==> src/rtl/acm_pkg.sv <==
// Package for the affine transform-matrix engine: word type, operation codes,
// saturating fixed-point helpers, lane and merge control structs, CORDIC table.
// No dependencies.
package acm_pkg;

  localparam int WORD_W       = 32;
  localparam int FRAC_W       = 16;
  localparam int DIV_W        = WORD_W + FRAC_W;
  localparam int N_LANES      = 4;
  localparam int CORDIC_STEPS = 24;

  typedef logic signed [WORD_W-1:0] word_t;
  typedef logic [3:0] func_t;

  localparam func_t F_INIT        = 4'd0;
  localparam func_t F_SET         = 4'd1;
  localparam func_t F_CURRENT     = 4'd2;
  localparam func_t F_TRANSLATE   = 4'd3;
  localparam func_t F_SCALE       = 4'd4;
  localparam func_t F_ROTATE      = 4'd5;
  localparam func_t F_CONCAT      = 4'd6;
  localparam func_t F_TRANSFORM   = 4'd7;
  localparam func_t F_DTRANSFORM  = 4'd8;
  localparam func_t F_ITRANSFORM  = 4'd9;
  localparam func_t F_IDTRANSFORM = 4'd10;
  localparam func_t F_INVERT      = 4'd11;

  localparam word_t W_MAX = {1'b0, {(WORD_W-1){1'b1}}};
  localparam word_t W_MIN = {1'b1, {(WORD_W-1){1'b0}}};
  localparam word_t W_ONE = word_t'(64'd1 << FRAC_W);

  typedef struct packed {
    logic mul_en;
    logic div_start;
  } lane_ctl_t;

  typedef struct packed {
    logic en;
    logic neg1;
    logic add_e;
    logic neg_out;
  } mrg_ctl_t;

  function automatic word_t ident(input int j);
    return (j == 0 || j == 3) ? W_ONE : '0;
  endfunction

  function automatic word_t sadd(input word_t a, input word_t b);
    logic signed [WORD_W:0] s;
    s = {a[WORD_W-1], a} + {b[WORD_W-1], b};
    if (s[WORD_W] != s[WORD_W-1]) begin
      return s[WORD_W] ? W_MIN : W_MAX;
    end
    return s[WORD_W-1:0];
  endfunction

  function automatic word_t sneg(input word_t a);
    return (a == W_MIN) ? W_MAX : -a;
  endfunction

  function automatic logic [WORD_W-1:0] mag(input word_t a);
    return a[WORD_W-1] ? (~a + 1'b1) : a;
  endfunction

  function automatic word_t from_mag(input logic neg, input logic [63:0] m);
    if (m > 64'(W_MAX)) begin
      return neg ? W_MIN : W_MAX;
    end
    return neg ? word_t'(~m[WORD_W-1:0] + 1'b1) : word_t'(m[WORD_W-1:0]);
  endfunction

  function automatic word_t qmul(input word_t a, input word_t b);
    logic [63:0] p;
    logic [63:0] r;
    p = 64'(mag(a)) * 64'(mag(b));
    r = (p + (64'd1 << (FRAC_W-1))) >> FRAC_W;
    return from_mag(a[WORD_W-1] ^ b[WORD_W-1], r);
  endfunction

  // Arctangent of 2^-i in degrees with 24 fraction bits.
  function automatic logic [31:0] atan_deg(input logic [4:0] i);
    logic [31:0] v;
    case (i)
      5'd0:  v = 32'd754974720;
      5'd1:  v = 32'd445687602;
      5'd2:  v = 32'd235489088;
      5'd3:  v = 32'd119537938;
      5'd4:  v = 32'd60000934;
      5'd5:  v = 32'd30029717;
      5'd6:  v = 32'd15018523;
      5'd7:  v = 32'd7509720;
      5'd8:  v = 32'd3754917;
      5'd9:  v = 32'd1877466;
      5'd10: v = 32'd938734;
      5'd11: v = 32'd469367;
      5'd12: v = 32'd234684;
      5'd13: v = 32'd117342;
      5'd14: v = 32'd58671;
      5'd15: v = 32'd29335;
      5'd16: v = 32'd14668;
      5'd17: v = 32'd7334;
      5'd18: v = 32'd3667;
      5'd19: v = 32'd1833;
      5'd20: v = 32'd917;
      5'd21: v = 32'd458;
      5'd22: v = 32'd229;
      5'd23: v = 32'd115;
      default: v = 32'd0;
    endcase
    return v;
  endfunction

endpackage

==> src/rtl/acm_merge.sv <==
// Merging stage: combines the four lane products into two saturated sums,
// with optional negation and translation terms. Depends on acm_pkg.
module acm_merge import acm_pkg::*; (
  input  logic     clk,
  input  mrg_ctl_t ctl,
  input  word_t    prod [N_LANES],
  input  word_t    add0,
  input  word_t    add1,
  output word_t    r0,
  output word_t    r1
);

  word_t r0_r;
  word_t r1_r;
  word_t s0;
  word_t s1;

  assign s0 = sadd(sadd(prod[0], ctl.neg1 ? sneg(prod[1]) : prod[1]), ctl.add_e ? add0 : '0);
  assign s1 = sadd(sadd(prod[2], prod[3]), ctl.add_e ? add1 : '0);

  assign r0 = r0_r;
  assign r1 = r1_r;

  always_ff @(posedge clk) begin
    if (ctl.en) begin
      r0_r <= ctl.neg_out ? sneg(s0) : s0;
      r1_r <= ctl.neg_out ? sneg(s1) : s1;
    end
  end

endmodule

==> config.mk <==
export PLATFORM = sky130hd
export DESIGN_NAME = acm_merge
export DESIGN_NICKNAME = d
export VERILOG_FILES = /design/src/rtl/acm_pkg.sv /design/src/rtl/acm_merge.sv
export SDC_FILE = /design/constraint.sdc
export NUM_CORES = 1
export LEC_CHECK = 0
export BUFFER_PORTS_ARGS = -buffer_cell sky130_fd_sc_hd__buf_2
export CAP_MARGIN = 20
export CORE_ASPECT_RATIO = 1.5
export CORE_UTILIZATION = 50
export CTS_CLUSTER_SIZE = 25
export DETAILED_ROUTE_END_ITERATION = 12
export PLACE_DENSITY_LB_ADDON = 0.25
export SYNTH_ARGS = -nofsm -noshare
export SYNTH_HDL_FRONTEND = slang
export SYNTH_SLANG_ARGS = --single-unit
export TNS_END_PERCENT = 20
==> constraint.sdc <==
create_clock -name clk -period 14.3 [get_ports clk]
set_clock_uncertainty 0.05 [all_clocks]
set_input_delay 0.715 -clock clk [delete_from_list [all_inputs] [get_ports clk]]
set_output_delay 0.715 -clock clk [all_outputs]
set_load 0.05 [all_outputs]
==> results.ini <==
[run_status]
status=finished, final reports clean

[sta]
tns_ns=0
rsz0062_at_grt=no
max-slew-margin-rel=0.319
slew_violations=0
fin_crit_ns=12.84
setup_viol=0
hold_viol=0
fmax_ghz=0.0779
hold_ws_ns=1.01
fin_ws_ns=1.46
fin_crit_sh=0.898
tightest_slew_ns=1.02

[clock_network]
clock_path_buffers=2
clockRootBuffer=clkbuf_16
cts_num_sinks=64
cts_buffers=9
cts-resized-gates=0
clk_pin_slew_ns=0.05
post_cts_buffers=0
cts_hold_buf=0
h-tree-depth=3
cts_tree=built

[synthesis]
yosys.area.top_type=edfxtp_1
synth.distinct_cells=88
ys_seq_elements=64
yosysSeqAreaShare=0.136
syn_area_per_cell_um2=7.33
yosys_warnings=0
synth_nets=2264
ys.flop_type=edfxtp_1
synthTopCellsByArea=edfxtp_1, ha_1, o21ai_0
synth-edff-count=64
syn-instance-count=1931
ys_top_cells_by_count=o21ai_0, a21oi_1, nand2_1
async_flop_share=0
synth_top_area_frac=0.136
yosysMostFrequentCell=o21ai_0
syn_area_um2=14200

[layout]
drive_above_1_share=0.161
multiInputGateArea_um2=11600
final_nets=2453
nFillCells=2695
ff_latch_area_um2=1920
syn2layout_area_growth_pct=12.1
diodes=0

[floorplanning]
num_io_pins=261
die_y_um=208
initial_utilization=0.508
fp.dieW_um=139
placementRows=75
die-area_um2=29000
core-area_um2=27900

[worst_setup_path]
worstSetupPathDepth=38
worstSetupPathType=in -> reg
slowest_stage=nor3b_4
endpoint_kind=flop
cp-start-kind=input pin
path_delay_family=compound AO/OA/AOI/OAI gates
startpoint=prod[64]
endpoint=r0[14]
path_max_fanout=28
cp.required_ns=14.28
path_common_cell=o21ai_0
cp_num_buf_inv=3
cpPeakStageDelay_ns=0.75
crit_arrival_ns=12.82

[placement]
dp_hpwl_um=39500
io_buffers=260
place_ws_ns=1.33
gp_congestion=0.963

[power_and_ir_drop]
p_seq_frac=0.136
swShare=0.571
p_int_mw=1.20
p_per_area_nw_per_um2=177
comb_power_share=0.794
clockPowerShare=0.070
max-vdd-ir-drop_mv=0.0841
p_switching_mw=1.60
total_power_mw=2.81
p_leak_nw=7.05

[detailed_routing]
post_drt_wl_per_cell_um=19.5
ant_nets=0
first_pass_iters=7
viasPerCell=6.42
num_vias=15867
totalWireLength_um=48200
drtIter0Drc=971
drc=0

[grt]
grt_max_degree=73
grt_remaining_overflow=0
grt_pass1_wl_um=76400
grt_use_total=0.327
grt_pass1_vias=15525
antenna_found_initial=0

[job]
drv_cap=0

[worst_hold_path]
hp-class=in -> reg

registers in the layout (all words and copies together), names as in the netlist:
name / cells
r1: 32
r0: 32
logic make-up (layout without fill, tap and decap cells):
group                      after synthesis  count (layout)  share of synthesized area
DFF                                     64              64                      0.136
buffers and inverters                  154             347                     0.0441
muxes                                   19              19                     0.0143
AOI/OAI and AO/OA                      747             747                      0.341
xor gates and xnor gates               126             126                     0.0780
adders and majority gates              174             174                      0.149
and+or+nand+nor                        647             647                      0.237
through the flow:
step	std cells	instance area, µm²	utilization
after floorplan	1931	14200	-
after global routing	2470	15900	0.569
after detailed placement	2455	15600	0.560
after global placement	2455	15600	0.560
after CTS	2470	15900	0.569
final	2470	15900	0.569
power by group through the flow:
stage / registers [mW] / clock network (mW) / logic [mW]
after floorplan: 0.676 / 0 / 1.34
after global routing: 0.388 / 0.204 / 2.41
after global placement: 0.386 / 0 / 2.17
final: 0.382 / 0.196 / 2.23
after CTS: 0.383 / 0.197 / 2.19
after detailed placement: 0.385 / 0 / 2.19
placed cells by master, fill, tap and decap left out, drive strengths merged, types with 21 or more instances in the layout:
master,instances
and2,87
a211oi,25
nor2,119
nand2,163
a31oi,27
o211ai,28
and3,22
o21a,31
a21oi,176
xnor2,85
nand4,29
o31ai,21
maj3,38
edfxtp,64
a21o,90
or3,27
inv,57
ha,132
nor3,50
buf,275
o21ai,196
nand3,56
xor2,41
area by class of cell:
class | instances | share of cell area
tap | 346 | 0.0273
timing repair buffer | 275 | 0.0891
multi-input combinational | 1713 | 0.732
inverter | 57 | 0.0135
clock inverter | 5 | 0.00221
sequential | 64 | 0.121
clock buffer | 10 | 0.0144
worst min-delay path by stage:
stage,from,end,cells after the start
after floorplan,ctl[3],r0[0],0
after global placement,r0[31],r0[31],1
after detailed placement,r1[16],r1[16],1
after CTS,add1[0],r1[0],5
after global routing,add1[0],r1[0],5
final,add1[0],r1[0],5
layer usage:
metal / part of all wire / global-route usage
met1: 0.35 / 0.309
met2: 0.54 / 0.659
met3: 0.036 / 0.0219
met4: 0.070 / 0.226
met5: 0 / 0
Power figures use the tool's default switching activity.
