--- src/rtl/acm_pkg.sv ---
// Package for the affine transform-matrix engine: word type, operation codes,
// saturating fixed-point helpers, lane and merge control structs, CORDIC table.
// No dependencies.
package acm_pkg;

  localparam int WORD_W       = 32;
  localparam int FRAC_W       = 16;
  localparam int DIV_W        = WORD_W + FRAC_W;
  localparam int N_LANES      = 4;
  localparam int CORDIC_STEPS = 24;

  typedef logic signed [WORD_W-1:0] word_t;
  typedef logic [3:0] func_t;

  localparam func_t F_INIT        = 4'd0;
  localparam func_t F_SET         = 4'd1;
  localparam func_t F_CURRENT     = 4'd2;
  localparam func_t F_TRANSLATE   = 4'd3;
  localparam func_t F_SCALE       = 4'd4;
  localparam func_t F_ROTATE      = 4'd5;
  localparam func_t F_CONCAT      = 4'd6;
  localparam func_t F_TRANSFORM   = 4'd7;
  localparam func_t F_DTRANSFORM  = 4'd8;
  localparam func_t F_ITRANSFORM  = 4'd9;
  localparam func_t F_IDTRANSFORM = 4'd10;
  localparam func_t F_INVERT      = 4'd11;

  localparam word_t W_MAX = {1'b0, {(WORD_W-1){1'b1}}};
  localparam word_t W_MIN = {1'b1, {(WORD_W-1){1'b0}}};
  localparam word_t W_ONE = word_t'(64'd1 << FRAC_W);

  typedef struct packed {
    logic mul_en;
    logic div_start;
  } lane_ctl_t;

  typedef struct packed {
    logic en;
    logic neg1;
    logic add_e;
    logic neg_out;
  } mrg_ctl_t;

  function automatic word_t ident(input int j);
    return (j == 0 || j == 3) ? W_ONE : '0;
  endfunction

  function automatic word_t sadd(input word_t a, input word_t b);
    logic signed [WORD_W:0] s;
    s = {a[WORD_W-1], a} + {b[WORD_W-1], b};
    if (s[WORD_W] != s[WORD_W-1]) begin
      return s[WORD_W] ? W_MIN : W_MAX;
    end
    return s[WORD_W-1:0];
  endfunction

  function automatic word_t sneg(input word_t a);
    return (a == W_MIN) ? W_MAX : -a;
  endfunction

  function automatic logic [WORD_W-1:0] mag(input word_t a);
    return a[WORD_W-1] ? (~a + 1'b1) : a;
  endfunction

  function automatic word_t from_mag(input logic neg, input logic [63:0] m);
    if (m > 64'(W_MAX)) begin
      return neg ? W_MIN : W_MAX;
    end
    return neg ? word_t'(~m[WORD_W-1:0] + 1'b1) : word_t'(m[WORD_W-1:0]);
  endfunction

  function automatic word_t qmul(input word_t a, input word_t b);
    logic [63:0] p;
    logic [63:0] r;
    p = 64'(mag(a)) * 64'(mag(b));
    r = (p + (64'd1 << (FRAC_W-1))) >> FRAC_W;
    return from_mag(a[WORD_W-1] ^ b[WORD_W-1], r);
  endfunction

  // Arctangent of 2^-i in degrees with 24 fraction bits.
  function automatic logic [31:0] atan_deg(input logic [4:0] i);
    logic [31:0] v;
    case (i)
      5'd0:  v = 32'd754974720;
      5'd1:  v = 32'd445687602;
      5'd2:  v = 32'd235489088;
      5'd3:  v = 32'd119537938;
      5'd4:  v = 32'd60000934;
      5'd5:  v = 32'd30029717;
      5'd6:  v = 32'd15018523;
      5'd7:  v = 32'd7509720;
      5'd8:  v = 32'd3754917;
      5'd9:  v = 32'd1877466;
      5'd10: v = 32'd938734;
      5'd11: v = 32'd469367;
      5'd12: v = 32'd234684;
      5'd13: v = 32'd117342;
      5'd14: v = 32'd58671;
      5'd15: v = 32'd29335;
      5'd16: v = 32'd14668;
      5'd17: v = 32'd7334;
      5'd18: v = 32'd3667;
      5'd19: v = 32'd1833;
      5'd20: v = 32'd917;
      5'd21: v = 32'd458;
      5'd22: v = 32'd229;
      5'd23: v = 32'd115;
      default: v = 32'd0;
    endcase
    return v;
  endfunction

endpackage

--- src/rtl/acm_cordic.sv ---
// Sine and cosine of an angle in degrees: modulo-360 reduction, folding into
// [-90,90] and 24 CORDIC rotations, one per cycle. Depends on acm_pkg.
module acm_cordic import acm_pkg::*; (
  input  logic  clk,
  input  logic  rst_n,
  input  logic  start,
  input  word_t deg,
  output logic  busy,
  output word_t sin_v,
  output word_t cos_v
);

  localparam int ANG_W  = 35;
  localparam int XY_W   = 34;
  localparam int ANG_SH = 24 - FRAC_W;
  localparam int OUT_SH = 30 - FRAC_W;
  localparam logic [WORD_W-1:0]     RED_FULL = WORD_W'(360 << FRAC_W);
  localparam logic signed [ANG_W-1:0] ANG_90  = 35'sd1509949440;
  localparam logic signed [ANG_W-1:0] ANG_180 = 35'sd3019898880;
  localparam logic signed [ANG_W-1:0] ANG_360 = 35'sd6039797760;
  localparam logic signed [XY_W-1:0]  GAIN    = 34'sd652032874;

  typedef enum logic [2:0] {C_IDLE, C_RED, C_FOLD, C_ROT, C_OUT} cst_t;

  cst_t                     st_r;
  logic                     neg_r;
  logic [WORD_W-1:0]        r_r;
  logic [2:0]               k_r;
  logic [4:0]               i_r;
  logic signed [ANG_W-1:0]  z_r;
  logic signed [XY_W-1:0]   x_r;
  logic signed [XY_W-1:0]   y_r;
  logic                     flip_r;
  word_t                    sin_r;
  word_t                    cos_r;

  logic [WORD_W-1:0]        red_sub;
  logic [WORD_W-1:0]        a_red;
  logic signed [ANG_W-1:0]  z0;
  logic signed [ANG_W-1:0]  z1;
  logic signed [XY_W-1:0]   dx;
  logic signed [XY_W-1:0]   dy;
  logic signed [ANG_W-1:0]  at;
  logic signed [XY_W-1:0]   xf;

  function automatic word_t q30_out(input logic signed [XY_W-1:0] v);
    logic signed [XY_W-1:0] r;
    r = (v + (XY_W'(1) <<< (OUT_SH-1))) >>> OUT_SH;
    if (r > XY_W'(W_MAX)) begin
      return W_MAX;
    end
    if (r < -(XY_W'(W_MAX)) - 1) begin
      return W_MIN;
    end
    return r[WORD_W-1:0];
  endfunction

  assign red_sub = RED_FULL << k_r;
  assign a_red   = (neg_r && r_r != '0) ? RED_FULL - r_r : r_r;
  assign z0      = $signed({{(ANG_W-WORD_W){1'b0}}, a_red}) <<< ANG_SH;
  assign z1      = (z0 > ANG_180) ? z0 - ANG_360 : z0;
  assign dx      = y_r >>> i_r;
  assign dy      = x_r >>> i_r;
  assign at      = $signed({{(ANG_W-WORD_W){1'b0}}, atan_deg(i_r)});
  assign xf      = flip_r ? -x_r : x_r;

  assign busy  = st_r != C_IDLE;
  assign sin_v = sin_r;
  assign cos_v = cos_r;

  always_ff @(posedge clk) begin
    if (!rst_n) begin
      st_r <= C_IDLE;
    end else begin
      case (st_r)
        C_IDLE: begin
          if (start) begin
            neg_r <= deg[WORD_W-1];
            r_r   <= mag(deg);
            k_r   <= 3'd7;
            st_r  <= C_RED;
          end
        end
        C_RED: begin
          if (r_r >= red_sub) begin
            r_r <= r_r - red_sub;
          end
          k_r <= k_r - 1'b1;
          if (k_r == 3'd0) begin
            st_r <= C_FOLD;
          end
        end
        C_FOLD: begin
          if (z1 > ANG_90) begin
            z_r    <= ANG_180 - z1;
            flip_r <= 1'b1;
          end else if (z1 < -ANG_90) begin
            z_r    <= -ANG_180 - z1;
            flip_r <= 1'b1;
          end else begin
            z_r    <= z1;
            flip_r <= 1'b0;
          end
          x_r  <= GAIN;
          y_r  <= '0;
          i_r  <= '0;
          st_r <= C_ROT;
        end
        C_ROT: begin
          if (z_r >= 0) begin
            x_r <= x_r - dx;
            y_r <= y_r + dy;
            z_r <= z_r - at;
          end else begin
            x_r <= x_r + dx;
            y_r <= y_r - dy;
            z_r <= z_r + at;
          end
          i_r <= i_r + 1'b1;
          if (i_r == 5'(CORDIC_STEPS-1)) begin
            st_r <= C_OUT;
          end
        end
        C_OUT: begin
          sin_r <= q30_out(y_r);
          cos_r <= q30_out(xf);
          st_r  <= C_IDLE;
        end
        default: st_r <= C_IDLE;
      endcase
    end
  end

endmodule

--- config.mk ---
export PLATFORM = sky130hd
export DESIGN_NAME = acm_cordic
export DESIGN_NICKNAME = d
export VERILOG_FILES = /design/src/rtl/acm_pkg.sv /design/src/rtl/acm_cordic.sv
export SDC_FILE = /design/constraint.sdc
export NUM_CORES = 1
export LEC_CHECK = 0
export BUFFER_PORTS_ARGS = -buffer_cell sky130_fd_sc_hd__buf_2
export CAP_MARGIN = 20
export CORE_ASPECT_RATIO = 0.5
export CORE_UTILIZATION = 45
export CTS_BUF_LIST = sky130_fd_sc_hd__clkbuf_8
export DETAILED_ROUTE_END_ITERATION = 8
export GPL_TIMING_DRIVEN = 0
export HOLD_SLACK_MARGIN = 0.02
export SYNTH_ARGS = -nofsm -noshare
export SYNTH_HDL_FRONTEND = slang
export SYNTH_SLANG_ARGS = --single-unit
--- constraint.sdc ---
create_clock -name clk -period 7.5 [get_ports clk]
set_clock_uncertainty 0.1 [all_clocks]
set_input_delay 1.5 -clock clk [delete_from_list [all_inputs] [get_ports clk]]
set_output_delay 1.5 -clock clk [all_outputs]
set_load 0.01 [all_outputs]
==> summary.txt <==
Synth
  – Post-synthesis xor/xnor area fraction: about 11%
  – Post-synthesis simple-gate area fraction: 18.0%
  – Synthesized flop and latch total: 220
  – Fraction of the mapped netlist area in compound gates: 19.3%
  – Seq/Total Area, Yosys: 26.4%
  – Syn nets: 2872
  – Top-area cell type share of the netlist area: 23.6%
  – Commonest cells in the netlist: nand2_1, nor2_1, o21ai_0, edfxtp_1, xnor2_1
  – Mux share of post-synthesis cell area: 12.4%
  – Mapped Cells: 2696
  – Synth Flop Type: edfxtp_1
  – Adder-cell share of the synthesized area: 7.56%
  – Area leader, netlist: edfxtp_1
  – Syn Std Cell Area: about 24000 sq um
  – Yosys cell types: 103
  – Post-Syn Area per Cell: 8.81 sq um
  – Asr flop ratio synth: 0%
  – Largest family of logic cells by synthesized area: compound AO/OA/AOI/OAI gates
  – Synth top area cells: edfxtp_1, mux4_2, ha_1, xnor2_1, xor2_1
  – Post-synth EDFFs: 187
  – Most common cell in the netlist: nand2_1
  – Syn. warnings: 0

Route
  – Final ANT Viol Nets: 0
  – Vias per cell: 6.18
  – Iteration-0 DRC Markers: around 2100
  – TritonRoute pass-1 iters: 6
  – Remaining DRCs: 0
  – Via count: 22100
  – Final Routed Wirelength: 81.4 mm
  – DR WL/cell: 22.8 um

Placed design
  – Placer's final routability congestion estimate: 1.03
  – Dpl hpwl: 62.5 mm
  – Dpl cell area: between 20000 and 30000 sq um
  – Port-buffer cells: 99

Clock network
  – Bufs on Longest Clock Path: 3
  – CTS H-tree lvls: 2
  – TritonCTS clock tree: done
  – Number of buffers created by CTS: 37
  – Clk slew on worst S/H paths: approximately 0.070 ns
  – Clock Latency Late Sink: 0.63 ns
  – Root Buffer Master: clkbuf_8
  – Total clock sinks: 220
  – CTS Hold Bufs: 0

Worst setup path
  – Worst Path Required: slightly below 8 ns
  – Top delay family on crit path: compound AO/OA/AOI/OAI gates
  – Critical Path AT: 7.56 ns
  – Crit end category: flip-flop
  – Critical path's slowest cell: o41ai_4
  – Max incr delay on CP: roughly 0.47 ns
  – Worst-path fanout max: 10
  – WS Path Type: reg2reg
  – Worst R2R Setup Slack: 0.19 ns
  – CP dominant cell by count: a21o_1
  – Startpoint types: flip-flop
  – Critical path buffers and inverters: 3

Die
  – Die Width: 327 um
  – I/O Pins: 100
  – CORE AREA: around 52000 sq um
  – Die Ht: 164 um
  – Row Count: ~60
  – Die area: 53800 sq um
  – Initial Util: 45.7%

Cells and area
  – Nets: 3018
  – Layout fillers: 4986
  – Layout cells sized above 1: 14.2%
  – P&R area growth vs syn: 9.79%
  – Final Cell Area: between 20000 and 30000 sq um
  – Final core utilization: 50.1%

Power and ir drop
  – Final Power: 0.00307 W
  – Pwr Density: 118 nW/um^2
  – VDD IR max: 77.8 uV
  – Switch share: between 30 and 40%
  – P_leak: 9.38 nW
  – Share of power burned in registers: between 40% and 50%
  – Net Sw Power: 0.000922 W
  – Pint: 0.00215 W
  – Comb pwr share: 17.9%
  – Clock share of power: 37.0%

Global route
  – Tot GR Track Use: 29.8%
  – First-pass GRT wire length: approximately 120 mm
  – Largest net degree at the start of global routing: 66
  – Vias in the first global route: 20300
  – Grt ovf: 0
  – Met2 Resource Use GR: 47.4%
  – Busiest grt layer: met2
  – M1 GR Usage: 40.6%
  – Met3 Track Usage GR: 6.09%
  – Antenna violations before repair: 2

Timing
  – Worst-Margin Slew: 1.13 ns
  – Ratio of final minimum period to clock period: 97.5%
  – RSZ-0062 raised after global routing: no
  – Final Critical Period: 7.31 ns
  – Setup-failing EPs final: 0
  – Final Max Slew Viols: 0
  – Fmax: 137 MHz
  – Max-slew headroom: between 20% and 30%
  – Final hold vios: 0

Run
  – Max-Cap Viols: 0

Outcome
  – Outcome: finished clean

Worst hold path
  – Worst Hold Class: reg2reg
what timing repair did:
item / 4_1_cts / 5_1_grt
resized for setup: 10 / 26
endpoints found under the setup margin: 12 / 14
pin swaps: 0 / 1
endpoints found under the hold margin: 0 / 0
setup buffers: 0 / 0
worst reg2reg max path: cells and delay by family, from the launching register on:
family                     cells  cell delay, ns
muxes                          3            1.10
AOI/OAI and AO/OA             10            2.74
buffers and inverters          3            0.95
DFF                            1            0.38
xor gates and xnor gates       2            0.44
adders and majority gates      2            0.52
and+or+nand+nor                6            0.84
per-stage QoR:
step | std cells | setup WS [ns] | setup TNS [ns] | hold slack [ns]
floorplan | 2696 | 1.34 | 0 | 0.468
global placement | 3496 | -1.05 | -26.64 | 0.507
detailed placement | 3504 | -0.479 | -3.07 | 0.525
CTS | 3568 | 0.0295 | 0 | 0.553
global route | 3569 | 0.0110 | 0 | 0.600
finish | 3571 | 0.187 | 0 | 0.552
cells by family after synthesis:
kind of cell | after synthesis
compound gates | 719
xor+xnor | 307
fa+ha+maj | 142
buf+inv | 258
flops | 220
mux | 170
simple gates | 880
state kept, by name (all words and copies together) (netlist names):
name    count
k_r         3
x_r        34
flip_r      1
y_r        34
i_r         5
r_r        32
neg_r       1
st_r        3
at         30
sin_v      21
z_r        35
cos_v      21
cell usage in the layout (no fill, tap or decap), types with 72 or more instances in the layout:
cell and instances:
a21oi_1 164, edfxtp_1 187, clkbuf_1 87, mux4_2 90
xor2_1 126, nand2_1 258, buf_2 119, o21ai_0 204
nor2_1 225, inv_1 87, xnor2_1 181, ha_1 138
nor3_1 72
final timing paths:
| path | startpoint | to | cells past startpoint |
|---|---|---|---|
| max | i_r[1]$_DFFE_PP_ | y_r[29]$_SDFFCE_PN0P_ | 26 |
| min | st_r[2]$_SDFFE_PN0P_ | st_r[1]$_SDFFE_PN0P_ | 2 |
| max reg2reg | i_r[1]$_DFFE_PP_ | y_r[29]$_SDFFCE_PN0P_ | 26 |
| min reg2reg | st_r[2]$_SDFFE_PN0P_ | st_r[1]$_SDFFE_PN0P_ | 2 |
routing by layer:
layer / vias to the layer above / routed length, um / part of all wire [%]
met5: - / 0 / 0
met4: 0 / 2550 / 3.1
met3: 157 / 6930 / 8.5
met2: 926 / 35600 / 44
met1: 10600 / 36300 / 45
li1: 10300 / - / -
layout make-up:
type                    count  area [sq um]  area share (%)
well taps                 701           877            3.36
diodes                      2          5.00          0.0192
plain buffers             171           902            3.46
flip-flops and latches    220          6280            24.1
multi-input cells        2218         16400            62.7
clock inverters            22           133           0.508
clock buffers              43           592            2.27
inverters                  86           328            1.26
repair buffers            108           623            2.39
power groups by stage:
stage / Sequential (W) / Clock (W) / Combinational (W)
floorplan: 0.00140 / 0 / 0.000415
global placement: 0.00141 / 0 / 0.000535
detailed placement: 0.00141 / 0 / 0.000545
CTS: 0.00138 / 0.00116 / 0.000548
global route: 0.00139 / 0.00121 / 0.000618
finish: 0.00139 / 0.00114 / 0.000551
Power figures use the tool's default switching activity.
